`src/design/assert_macros.svh`:
```
// Assertion macros shared by the percent decoder RTL.
`ifndef ASSERT_MACROS_SVH
`define ASSERT_MACROS_SVH
`ifndef NO_ASSERTIONS
// Checked while out of reset.
`define ASSERT_RST(lbl, clk, rstn, prop, msg) \
    lbl: assert property (@(posedge clk) disable iff (!rstn) prop) else $error(msg);
// Checked on every edge.
`define ASSERT_ALW(lbl, clk, prop, msg) \
    lbl: assert property (@(posedge clk) prop) else $error(msg);
`else
`define ASSERT_RST(lbl, clk, rstn, prop, msg)
`define ASSERT_ALW(lbl, clk, prop, msg)
`endif
`endif

```
`src/design/pdsel_pkg.sv`:
```
// Shared types, character codes and helper functions of the percent decoder.
`default_nettype none
package pdsel_pkg;

    localparam int QUEUE_DEPTH_DEF = 2;

    localparam logic [7:0] CH_PCT   = 8'h25;
    localparam logic [7:0] CH_PLUS  = 8'h2B;
    localparam logic [7:0] CH_SPACE = 8'h20;

    // One decoded run: up to three bytes caused by one input beat.
    typedef struct packed {
        logic [2:0][7:0] data;
        logic [1:0]      cnt;
        logic            last;
    } pdsel_job_t;

    typedef struct packed {
        logic       ok;
        logic [3:0] val;
    } pdsel_hex_t;

    function automatic pdsel_hex_t hex_val(input logic [7:0] c);
        pdsel_hex_t r;
        r.ok  = 1'b1;
        r.val = c[3:0];
        if (c >= 8'h30 && c <= 8'h39) begin
            r.val = c[3:0];
        end else if ((c >= 8'h41 && c <= 8'h46) || (c >= 8'h61 && c <= 8'h66)) begin
            r.val = c[3:0] + 4'd9;
        end else begin
            r.ok = 1'b0;
        end
        return r;
    endfunction

    function automatic logic is_safe(input logic [7:0] v);
        return (v >= 8'h30 && v <= 8'h39) || (v >= 8'h41 && v <= 8'h5A) ||
               (v >= 8'h61 && v <= 8'h7A) || (v >= 8'h26 && v <= 8'h2F) ||
               v == 8'h21 || v == 8'h24 || v == 8'h3A || v == 8'h3B ||
               v == 8'h3D || v == 8'h3F || v == 8'h40 || v == 8'h5F;
    endfunction

endpackage
`default_nettype wire

```
`src/design/percent_decoder_selective.sv`:
```
// Top level of the streaming selective URL percent decoder.
// Usage:
//   Input channel s_*: one encoded byte per beat (s_byte), s_last marks the
//   final byte of a message. Output channel m_*: one decoded byte per beat;
//   m_run_end flags the last byte caused by an input beat, m_msg_end the last
//   byte of the message. '+' decodes to space, %XX to its byte unless that
//   byte is in the safe set, in which case the escape passes through as-is.
//   An accepted beat's run is written into the job queue and shown on m_*
//   from its head. Throughput: one input beat per cycle while each beat
//   yields at most one byte and m_ready stays high; a beat that yields two
//   or three bytes holds the output port until all are taken; the job queue
//   (QUEUE_DEPTH runs) absorbs the difference before s_ready drops. Beats
//   that only open an escape yield nothing. A stall on m_ready backs up into
//   the queue, then drops s_ready; no byte is lost or repeated. Synchronous
//   active-low reset empties the queue and clears any pending escape.
`default_nettype none
module percent_decoder_selective #(
    parameter int QUEUE_DEPTH = pdsel_pkg::QUEUE_DEPTH_DEF
) (
    input  wire        aclk,
    input  wire        aresetn,
    input  wire        s_valid,
    output logic       s_ready,
    input  wire  [7:0] s_byte,
    input  wire        s_last,
    output logic       m_valid,
    input  wire        m_ready,
    output logic [7:0] m_byte,
    output logic       m_run_end,
    output logic       m_msg_end
);
    import pdsel_pkg::*;

    pdsel_job_t push_job;
    pdsel_job_t head;
    logic       push;
    logic       pop;
    logic       q_full;
    logic       q_empty;

    pdsel_front u_front (
        .aclk     (aclk),
        .aresetn  (aresetn),
        .s_valid  (s_valid),
        .s_ready  (s_ready),
        .s_byte   (s_byte),
        .s_last   (s_last),
        .q_full   (q_full),
        .push     (push),
        .push_job (push_job)
    );

    pdsel_queue #(
        .DEPTH (QUEUE_DEPTH)
    ) u_queue (
        .aclk     (aclk),
        .aresetn  (aresetn),
        .push     (push),
        .push_job (push_job),
        .full     (q_full),
        .pop      (pop),
        .head     (head),
        .empty    (q_empty)
    );

    pdsel_back u_back (
        .aclk      (aclk),
        .aresetn   (aresetn),
        .head      (head),
        .empty     (q_empty),
        .pop       (pop),
        .m_valid   (m_valid),
        .m_ready   (m_ready),
        .m_byte    (m_byte),
        .m_run_end (m_run_end),
        .m_msg_end (m_msg_end)
    );

endmodule
`default_nettype wire

```
`src/design/pdsel_front.sv`:
```
// Front end: tracks escape state and turns each input beat into a decoded run.
`default_nettype none
`include "assert_macros.svh"
module pdsel_front (
    input  wire                     aclk,
    input  wire                     aresetn,
    input  wire                     s_valid,
    output logic                    s_ready,
    input  wire  [7:0]              s_byte,
    input  wire                     s_last,
    input  wire                     q_full,
    output logic                    push,
    output pdsel_pkg::pdsel_job_t   push_job
);
    import pdsel_pkg::*;

    typedef enum logic [1:0] {
        PH_IDLE = 2'd0,
        PH_PCT  = 2'd1,
        PH_DIG  = 2'd2
    } phase_t;

    phase_t     phase_reg, phase_next;
    logic [7:0] digit_reg, digit_next;

    pdsel_hex_t hx, h1;
    logic [7:0] pl_byte;
    logic       pl_pct;
    logic       s_fire;
    logic [7:0] dec;

    assign s_ready = !q_full;
    assign s_fire  = s_valid && s_ready;

    always_comb begin
        hx      = hex_val(s_byte);
        h1      = hex_val(digit_reg);
        dec     = {h1.val, hx.val};
        // plain decode of the current byte; a lone '%' opens an escape
        pl_pct  = (s_byte == CH_PCT) && !s_last;
        pl_byte = (s_byte == CH_PLUS) ? CH_SPACE : s_byte;

        phase_next    = PH_IDLE;
        digit_next    = digit_reg;
        push_job.data = '0;
        push_job.cnt  = 2'd0;
        push_job.last = s_last;

        unique case (phase_reg)
            PH_PCT: begin
                if (hx.ok) begin
                    if (s_last) begin
                        push_job.data[0] = CH_PCT;
                        push_job.data[1] = s_byte;
                        push_job.cnt     = 2'd2;
                    end else begin
                        digit_next = s_byte;
                        phase_next = PH_DIG;
                    end
                end else begin
                    push_job.data[0] = CH_PCT;
                    push_job.data[1] = pl_byte;
                    push_job.cnt     = pl_pct ? 2'd1 : 2'd2;
                    if (pl_pct) phase_next = PH_PCT;
                end
            end
            PH_DIG: begin
                if (hx.ok && h1.ok) begin
                    if (is_safe(dec)) begin
                        push_job.data[0] = CH_PCT;
                        push_job.data[1] = digit_reg;
                        push_job.data[2] = s_byte;
                        push_job.cnt     = 2'd3;
                    end else begin
                        push_job.data[0] = dec;
                        push_job.cnt     = 2'd1;
                    end
                end else begin
                    push_job.data[0] = CH_PCT;
                    push_job.data[1] = digit_reg;
                    push_job.data[2] = pl_byte;
                    push_job.cnt     = pl_pct ? 2'd2 : 2'd3;
                    if (pl_pct) phase_next = PH_PCT;
                end
            end
            default: begin
                push_job.data[0] = pl_byte;
                push_job.cnt     = pl_pct ? 2'd0 : 2'd1;
                if (pl_pct) phase_next = PH_PCT;
            end
        endcase

        if (s_last) phase_next = PH_IDLE;
    end

    assign push = s_fire && (push_job.cnt != 2'd0);

    always_ff @(posedge aclk) begin
        if (!aresetn) begin
            phase_reg <= PH_IDLE;
            digit_reg <= '0;
        end else if (s_fire) begin
            phase_reg <= phase_next;
            digit_reg <= digit_next;
        end
    end

    `ASSERT_RST(a_last_clears_escape, aclk, aresetn, s_fire && s_last |=> phase_reg == PH_IDLE, "escape pending after last beat")
    `ASSERT_RST(a_last_always_emits, aclk, aresetn, s_fire && s_last |-> push, "last beat produced no output")

endmodule
`default_nettype wire

```
`src/design/pdsel_queue.sv`:
```
// Short job queue between the front end and the output sequencer.
`default_nettype none
`include "assert_macros.svh"
module pdsel_queue #(
    parameter int DEPTH = pdsel_pkg::QUEUE_DEPTH_DEF
) (
    input  wire                     aclk,
    input  wire                     aresetn,
    input  wire                     push,
    input  pdsel_pkg::pdsel_job_t   push_job,
    output logic                    full,
    input  wire                     pop,
    output pdsel_pkg::pdsel_job_t   head,
    output logic                    empty
);
    import pdsel_pkg::*;

    localparam int PTR_W = (DEPTH > 1) ? $clog2(DEPTH) : 1;
    localparam int CNT_W = $clog2(DEPTH + 1);

    pdsel_job_t       mem_reg [DEPTH];
    logic [PTR_W-1:0] wr_ptr_reg, wr_ptr_next;
    logic [PTR_W-1:0] rd_ptr_reg, rd_ptr_next;
    logic [CNT_W-1:0] count_reg, count_next;

    assign full  = (count_reg == CNT_W'(DEPTH));
    assign empty = (count_reg == '0);
    assign head  = mem_reg[rd_ptr_reg];

    always_comb begin
        wr_ptr_next = wr_ptr_reg;
        rd_ptr_next = rd_ptr_reg;
        count_next  = count_reg;
        if (push) begin
            wr_ptr_next = (wr_ptr_reg == PTR_W'(DEPTH - 1)) ? '0 : wr_ptr_reg + 1'b1;
        end
        if (pop) begin
            rd_ptr_next = (rd_ptr_reg == PTR_W'(DEPTH - 1)) ? '0 : rd_ptr_reg + 1'b1;
        end
        if (push && !pop) begin
            count_next = count_reg + 1'b1;
        end else if (pop && !push) begin
            count_next = count_reg - 1'b1;
        end
    end

    always_ff @(posedge aclk) begin
        if (!aresetn) begin
            wr_ptr_reg <= '0;
            rd_ptr_reg <= '0;
            count_reg  <= '0;
        end else begin
            wr_ptr_reg <= wr_ptr_next;
            rd_ptr_reg <= rd_ptr_next;
            count_reg  <= count_next;
        end
    end

    always_ff @(posedge aclk) begin
        if (push) mem_reg[wr_ptr_reg] <= push_job;
    end

    `ASSERT_RST(a_no_overflow, aclk, aresetn, push |-> !full, "push into full queue")
    `ASSERT_RST(a_no_underflow, aclk, aresetn, pop |-> !empty, "pop from empty queue")

endmodule
`default_nettype wire

```
`src/design/pdsel_back.sv`:
```
// Back end: walks the head run of the queue and emits one byte per beat.
`default_nettype none
`include "assert_macros.svh"
module pdsel_back (
    input  wire                     aclk,
    input  wire                     aresetn,
    input  pdsel_pkg::pdsel_job_t   head,
    input  wire                     empty,
    output logic                    pop,
    output logic                    m_valid,
    input  wire                     m_ready,
    output logic [7:0]              m_byte,
    output logic                    m_run_end,
    output logic                    m_msg_end
);
    import pdsel_pkg::*;

    logic [1:0] idx_reg, idx_next;
    logic       m_fire;

    assign m_valid   = !empty;
    assign m_byte    = head.data[idx_reg];
    assign m_run_end = (idx_reg == head.cnt - 2'd1);
    assign m_msg_end = m_run_end && head.last;
    assign m_fire    = m_valid && m_ready;
    assign pop       = m_fire && m_run_end;

    always_comb begin
        idx_next = idx_reg;
        if (m_fire) idx_next = m_run_end ? 2'd0 : idx_reg + 2'd1;
    end

    always_ff @(posedge aclk) begin
        if (!aresetn) begin
            idx_reg <= 2'd0;
        end else begin
            idx_reg <= idx_next;
        end
    end

    `ASSERT_RST(a_idx_in_run, aclk, aresetn, m_valid |-> idx_reg < head.cnt, "byte index past end of run")

endmodule
`default_nettype wire

```
`config.mk`:
```
export PLATFORM = sky130hd
export DESIGN_NAME = percent_decoder_selective
export DESIGN_NICKNAME = d
export VERILOG_FILES = /design/src/design/pdsel_pkg.sv /design/src/design/percent_decoder_selective.sv /design/src/design/pdsel_front.sv /design/src/design/pdsel_queue.sv /design/src/design/pdsel_back.sv
export VERILOG_INCLUDE_DIRS = /design/src /design/src/design
export SDC_FILE = /design/constraint.sdc
export NUM_CORES = 1
export LEC_CHECK = 0
export BUFFER_PORTS_ARGS = -buffer_cell sky130_fd_sc_hd__buf_2
export CORE_ASPECT_RATIO = 0.5
export CORE_UTILIZATION = 45
export CTS_BUF_LIST = sky130_fd_sc_hd__clkbuf_16
export DETAILED_ROUTE_END_ITERATION = 10
export PLACE_DENSITY_LB_ADDON = 0.2
export REMOVE_ABC_BUFFERS = 1
export SLEW_MARGIN = 20
export SYNTH_ARGS = -nofsm -noshare
export SYNTH_HDL_FRONTEND = slang
export SYNTH_SLANG_ARGS = --single-unit
```
`constraint.sdc`:
```
create_clock -name aclk -period 5.65 [get_ports aclk]
set_input_delay 0.565 -clock aclk [delete_from_list [all_inputs] [get_ports aclk]]
set_output_delay 0.565 -clock aclk [all_outputs]
set_load 0.005 [all_outputs]
```
==> results of run 1 <==
-- report_power, final --
part           total [mW]  switching (mW)  internal, mW
logic               0.293           0.154         0.139
registers           0.667          0.0298         0.637
clock network       0.548           0.210         0.338
-- path summary, 6_finish.rpt --
kind	end	slack [ns]
hold reg to reg	u_queue.rd_ptr_reg	0.48
setup reg to reg	u_queue.mem_reg[0][21]	2.06
hold / removal	u_queue.rd_ptr_reg	0.48
setup / recovery	u_queue.count_reg[1]	1.92
-- cell type report --
cell class                      instances  area share [%]
Sequential cell                        71            44.2
Multi-Input combinational cell        243            41.2
Clock buffer                            9            5.07
Timing Repair Buffer                   28            3.38
Tap cell                              112            3.16
Inverter                               18            1.52
Clock inverter                          7            1.44
-- per-layer routing --
metal	track usage (%)	vias to the layer above	share of wire [%]
li1	-	1363	-
met1	28.5	1387	47
met2	34.7	133	43
met3	8.52	6	9.2
met4	7.39	0	0.88
met5	0	-	0
-- worst reg2reg max path, stage by stage, from the launching register on --
cell and delay [ns]:
dfxtp_1 0.40, inv_1 0.28, ha_1 0.24, or3b_2 0.45, o311a_1 0.24, xnor2_1 0.27
a311o_1 0.35, a311oi_1 0.29, o21ai_1 0.16, a211oi_2 0.16, buf_4 0.25, and3b_1 0.24
-- layout by cell type (no fill, tap or decap), types with 4 or more instances in the layout --
master | Yosys | final
nor4bb_1 | 4 | 4
buf_2 | 4 | 24
buf_4 | 1 | 4
nor2_1 | 17 | 17
xnor2_1 | 5 | 5
nor2b_1 | 16 | 15
mux2i_1 | 15 | 15
nor3b_1 | 4 | 4
dfxtp_1 | 17 | 17
edfxtp_1 | 54 | 54
o22ai_1 | 11 | 11
mux4_2 | 8 | 8
nand3_1 | 5 | 5
clkbuf_16 | 0 | 9
a21boi_0 | 4 | 4
a21oi_1 | 11 | 11
nor3_1 | 5 | 5
ha_1 | 11 | 11
and2_1 | 8 | 8
inv_1 | 18 | 19
nand2_1 | 29 | 29
o21ai_0 | 21 | 21
and3b_1 | 5 | 5
-- kinds of logic after synthesis --
group,Yosys count
compound gates,84
flops,71
xor+xnor,8
simple gates,116
fa+ha+maj,11
buf+inv,36
mux,24
-- metrics by stage --
| stage | total power, mW | hold WS [ns] | cells | instance area, sq um | worst slack, ns |
|---|---|---|---|---|---|
| 6_report | 1.51 | 0.477 | 488 | 4440 | 1.92 |
| 5_1_grt | 1.58 | 0.508 | 488 | 4440 | 1.59 |
| 3_3_place_gp | 0.963 | 0.464 | 472 | 4140 | 1.72 |
| 3_5_place_dp | 0.971 | 0.475 | 472 | 4150 | 1.66 |
| 2_1_floorplan | 0.867 | 0.445 | 332 | 3840 | 1.70 |
| 4_1_cts | 1.52 | 0.483 | 488 | 4440 | 2.00 |
==> reports/metrics.yaml, run 1 <==
grt:
  grt_max_degree: 28
  grt_usage_pct: 22.2
  grt_pass1_vias: 2765
  globalRouteOverflowTotal: 0
  grt_pass1_wl_microns: 14700
  antenna_found_initial: 0
worst_hold_path:
  hp-start: "u_queue.rd_ptr_reg"
  hold_path_depth: 2
  worstHoldPathType: "reg -> reg"
clock_tree:
  clock_path_buffers: 2
  h-tree-depth: 3
  cts_buffers: 9
  cts_tree: "yes"
  cts_resized: 0
  clkSinkCount: 71
  post-cts-setup-buffers: 0
  clk_latency_ns: 0.33
  cts_root_buf: "clkbuf_16"
  clk_pin_slew_ns: 0.06
  ctsHoldBuffers: 0
yosys:
  netlist_top_cells_count: "edfxtp_1 (54), nand2_1 (29), o21ai_0 (21)"
  syn_inst: 350
  synthAdderAreaFrac_pct: 3.51
  yosys_warnings: 0
  synthMuxAreaShare_pct: 8.72
  ys_ff_latch: 71
  synth.distinct_cells: 64
  synth_edf_count: 54
  synth-simple-area-share_pct: 17.3
  synth.most_common_cell: "edfxtp_1"
  syn_area_sq_um: 3920
  synth_top_area_share_pct: 41.4
  synth_compound_area_share_pct: 14.9
  synth_flop_cell: "edfxtp_1"
  async_flop_share_pct: 0
  yosysSeqAreaShare_pct: 50.1
  yosys-top-cells-area: "edfxtp_1 (41%), dfxtp_1 (8.7%), mux4_2 (4.6%)"
  synthXorXnorAreaFrac_pct: 1.79
  avgSynthCellArea_sq_um: 11.2
  synth_top_family_by_area: "simple AND/OR/NAND/NOR gates"
  synth.largest_area_cell: "edfxtp_1"
cells_and_area:
  post-route-util_pct: 53.9
  final_nets: 395
  final.fill_count: 702
  multi_input_area_sq_um: 1830
  area_growth_pct: 13.3
  regArea_sq_um: 1960
  largest_register_ffs: 54
  antenna_cells: 0
  drive_gt1_share_pct: 17.0
sta:
  max_freq_mhz: 268
  period_share_pct: 66.0
  fin_crit_ns: 3.73
  hold_violations: 0
  slew_headroom_pct: 50.5
  rsz0062_at_grt: "no"
  drv_slew: 0
  final.setup.tns_ns: 0
  worst_pin_slew_ns: 0.740
  fin_worst_skew_ns: 0.00750
  setup_viol: 0
worst_setup_path:
  cpMaxStageDelayCell: "o21ai_0"
  cp-startpoint: "s_byte[0]"
  crit_arrival_ns: 3.98
  crit_chain: "buf_2 -> inv_1 -> ha_1 -> or3b_2 -> and3_4 -> a21oi_1 -> a21oi_1 -> o21ai_0 -> a21oi_1 -> ha_1 -> or3_1 -> a21boi_0"
  rr_worst_depth: 11
  rr_startpoint: "u_front.digit_reg[0]"
  endpoint_kind: "flip-flop"
  cp_num_cells: 12
  start_kind: "input port"
  max_stage_delay_ns: 0.47
  crit_fanout: 11
  critical-path-top-delay-family: "compound AO/OA/AOI/OAI gates"
  worstPathRequired_ns: 5.91
  critPathBufInv: 2
  cp_common_cell: "a21oi_1"
  crit_type: "in -> reg"
route:
  dr_total_vias: 2889
  first_pass_iters: 5
  drcViolationCount: 0
  detail_route.wirelength_microns: 9270
  ant_nets: 0
  drt_iter0_markers: 232
  routed_via_density: 5.92
  wl_per_cell_microns: 19.0
floorplanning:
  ios: 25
  die-width_microns: 134
  core_area_sq_um: 8230
  die_h_microns: 68.0
  num_rows: 23
  dieArea_sq_um: 9110
  start_util_pct: 47.6
placed_design:
  port_buffers: 24
  place_hpwl_microns: 6420
  gp_congestion: 0.885
power_and_ir_drop:
  leakagePower_nw: 1.57
  powerDensity_nw_per_um2: 340
  ir_drop_uv: 186
outcome:
  status: "finished, final reports clean"
run:
  maxCapViolCount: 0
No activity file was read; power rests on OpenSTA's default activity.
==> run 2: changes to the inputs <==
==> constraint.sdc (replaced) <==
create_clock -name aclk -period 3.8 [get_ports aclk]
set_input_delay 0.38 -clock aclk [delete_from_list [all_inputs] [get_ports aclk]]
set_output_delay 0.38 -clock aclk [all_outputs]
set_load 0.005 [all_outputs]
==> run 2 against run 1 <==
Critical path depth fell by 1. Critical path type is now reg -> reg. Non-clock buffer count grew 7. Largest cell class unchanged. Clock skew rose by 0.0023 ns. Register-to-register slack got worse by 1.7 ns.
==> reports/metrics.yaml, run 2 (synthesis gave the netlist of run 1 again) <==
power_and_ir_drop:
  switchingPower_mw: 0.615  # +56%
  ir_drop_uv: 282  # +52%
  intPower_mw: 1.74  # +56%
  clockPowerShare_pct: 38.6  # +2.3 points
  combPwrFrac_pct: 18.8  # -0.6 points
  powerDensity_nw_per_um2: 520  # +53%
  power.total_mw: 2.35  # +56%
  power_frac_seq_pct: 42.6  # -1.6 points
  p_sw_share_pct: 26.2  # about the same
  leakagePower_nw: 1.62  # +2.9%
sta:
  fin_crit_ns: 3.45
  rsz0062_at_grt: "no"
  fin_worst_skew_ns: 0.00981  # +0.00232 ns
  slew_headroom_pct: 56.0  # +5.6 points
  drv_slew: 0  # unchanged
  hold_violations: 0  # unchanged
  final.setup.tns_ns: 0  # unchanged
  max_freq_mhz: 290
  worst_pin_slew_ns: 0.659  # -0.0813 ns
  setup_viol: 0  # unchanged
  period_share_pct: 90.7
route:
  drcViolationCount: 0  # unchanged
  wl_per_cell_microns: 19.3  # +1.6%
  dr_total_vias: 3007  # +4.1%
  detail_route.wirelength_microns: 9550  # +3.0%
  drt_iter0_markers: 260  # +12%
  routed_via_density: 6.07  # +2.6%
  ant_nets: 0  # unchanged
  first_pass_iters: 5  # unchanged
grt:
  grt_pass1_wl_microns: 15000  # +2.1%
  globalRouteOverflowTotal: 0  # unchanged
  grt_max_degree: 23  # -18%
  antenna_found_initial: 0  # unchanged
  grt_pass1_vias: 2796  # +1.1%
  grt_usage_pct: 22.4  # +0.22 points
floorplanning:
  dieArea_sq_um: 9110  # unchanged
  num_rows: 23  # unchanged
  die-width_microns: 134  # unchanged
  ios: 25  # unchanged
  core_area_sq_um: 8230  # unchanged
  start_util_pct: 47.6  # unchanged
  die_h_microns: 68.0  # unchanged
worst_hold_path:
  worstHoldPathType: "in -> reg"
  hp-start: "s_byte[6]"
  holdPathEnd: "u_front.digit_reg[4]"
  hold_path_depth: 2  # unchanged
run:
  maxCapViolCount: 0  # unchanged
worst_setup_path:
  rr_startpoint: "u_front.digit_reg[0]"
  start_kind: "flip-flop"
  rr_worst_depth: 11  # unchanged
  worstPathRequired_ns: 3.89  # -2.02 ns
  r2r_end: "u_queue.mem_reg[0][25]"
  r2r_slack_ns: 0.35  # -1.71 ns
  crit_type: "reg -> reg"
  endpoint_kind: "flip-flop"
  crit_fanout: 22  # +11
  crit_arrival_ns: 3.53  # -0.45 ns
  cp-startpoint: "u_front.digit_reg[0]"
clock_tree:
  cts_tree: "yes"
  clkSinkCount: 71  # unchanged
  clk_latency_ns: 0.34  # about the same
  clock_path_buffers: 2  # unchanged
  h-tree-depth: 3  # unchanged
  clk_pin_slew_ns: 0.06  # about the same
  ctsHoldBuffers: 0  # unchanged
  cts_buffers: 9  # unchanged
  cts_root_buf: "clkbuf_16"
  post-cts-setup-buffers: 0  # unchanged
  cts_resized: 0  # unchanged
cells_and_area:
  fin_area_sq_um: 4510  # +1.7%
  largest_register_ffs: 54  # unchanged
  drive_gt1_share_pct: 19.1  # +2.0 points
  final_nets: 402  # +1.8%
  layout_commonest_cell: "edfxtp_1"
  area_growth_pct: 15.2
  final_cells: 495  # +1.4%
  layout_common_cells: "edfxtp_1 (54), nand2_1 (29), buf_2 (24), o21ai_0 (21), inv_1 (18)"
  antenna_cells: 0  # unchanged
placed_design:
  port_buffers: 24  # unchanged
  place_hpwl_microns: 6860  # +6.7%
  dp.cells: 479  # +1.5%
  placed_area_sq_um: 4190  # +1.1%
  gp_congestion: 0.955  # +7.9%
outcome:
  status: "finished, final reports clean"
## run 2: per-layer routing
layer  GRT usage, %  vias to the layer above  part of all wire [%]  routed length (microns)
met5              0                        -                     0                        0
met4           6.96                        0                   1.0                       98
met3           5.85                       10                   8.6                      819
met2           35.3                      128                    44                     4220
met1           30.5                     1492                    46                     4410
li1               -                     1377                     -                        -
## run 2: power by group through the flow
stage,sequential [mW],clock (mW),combinational (mW)
4_1_cts,1.00,0.917,0.447
2_1_floorplan,1.01,0,0.275
5_1_grt,1.01,0.950,0.485
3_5_place_dp,1.02,0,0.444
6_report,1.00,0.908,0.442
3_3_place_gp,1.01,0,0.432
## run 2: through the flow
stage / hold slack (ns) / utilization (%) / worst slack (ns)
2_1_floorplan: 0.445 / - / 0.0347
3_3_place_gp: 0.458 / 50.9 / 0.228
3_5_place_dp: 0.478 / 50.9 / 0.144
4_1_cts: 0.382 / 54.8 / 0.412
5_1_grt: 0.387 / 54.8 / 0.252
6_report: 0.391 / 54.8 / 0.354
## run 2: worst max-delay path, cell delays in order (launching register included)
cell and delay, ns:
dfxtp_1 0.41, inv_1 0.28, ha_1 0.25, or3b_2 0.45, o311a_1 0.14, xnor2_1 0.22, a311o_1 0.35, a311oi_1 0.27
o21ai_1 0.16, a211oi_2 0.17, buf_4 0.26, and3b_1 0.23
## run 2: layout make-up
type,instances,area [sq um]
multi-input cells,243,1820
repair buffers,35,203
inverters,18,67.6
clock buffers,9,225
fillers,703,3720
flip-flops and latches,71,1960
well taps,112,140
clock inverters,7,96.3
## run 2: worst max-delay path by stage
| stage | endpoint | cells after the start |
|---|---|---|
| floorplan | u_queue.mem_reg[0][0] | 9 |
| global placement | u_queue.mem_reg[0][25] | 12 |
| detailed placement | u_queue.mem_reg[1][26] | 12 |
| CTS | u_queue.mem_reg[0][25] | 11 |
| global route | u_queue.mem_reg[1][24] | 11 |
| finish | u_queue.mem_reg[0][25] | 11 |
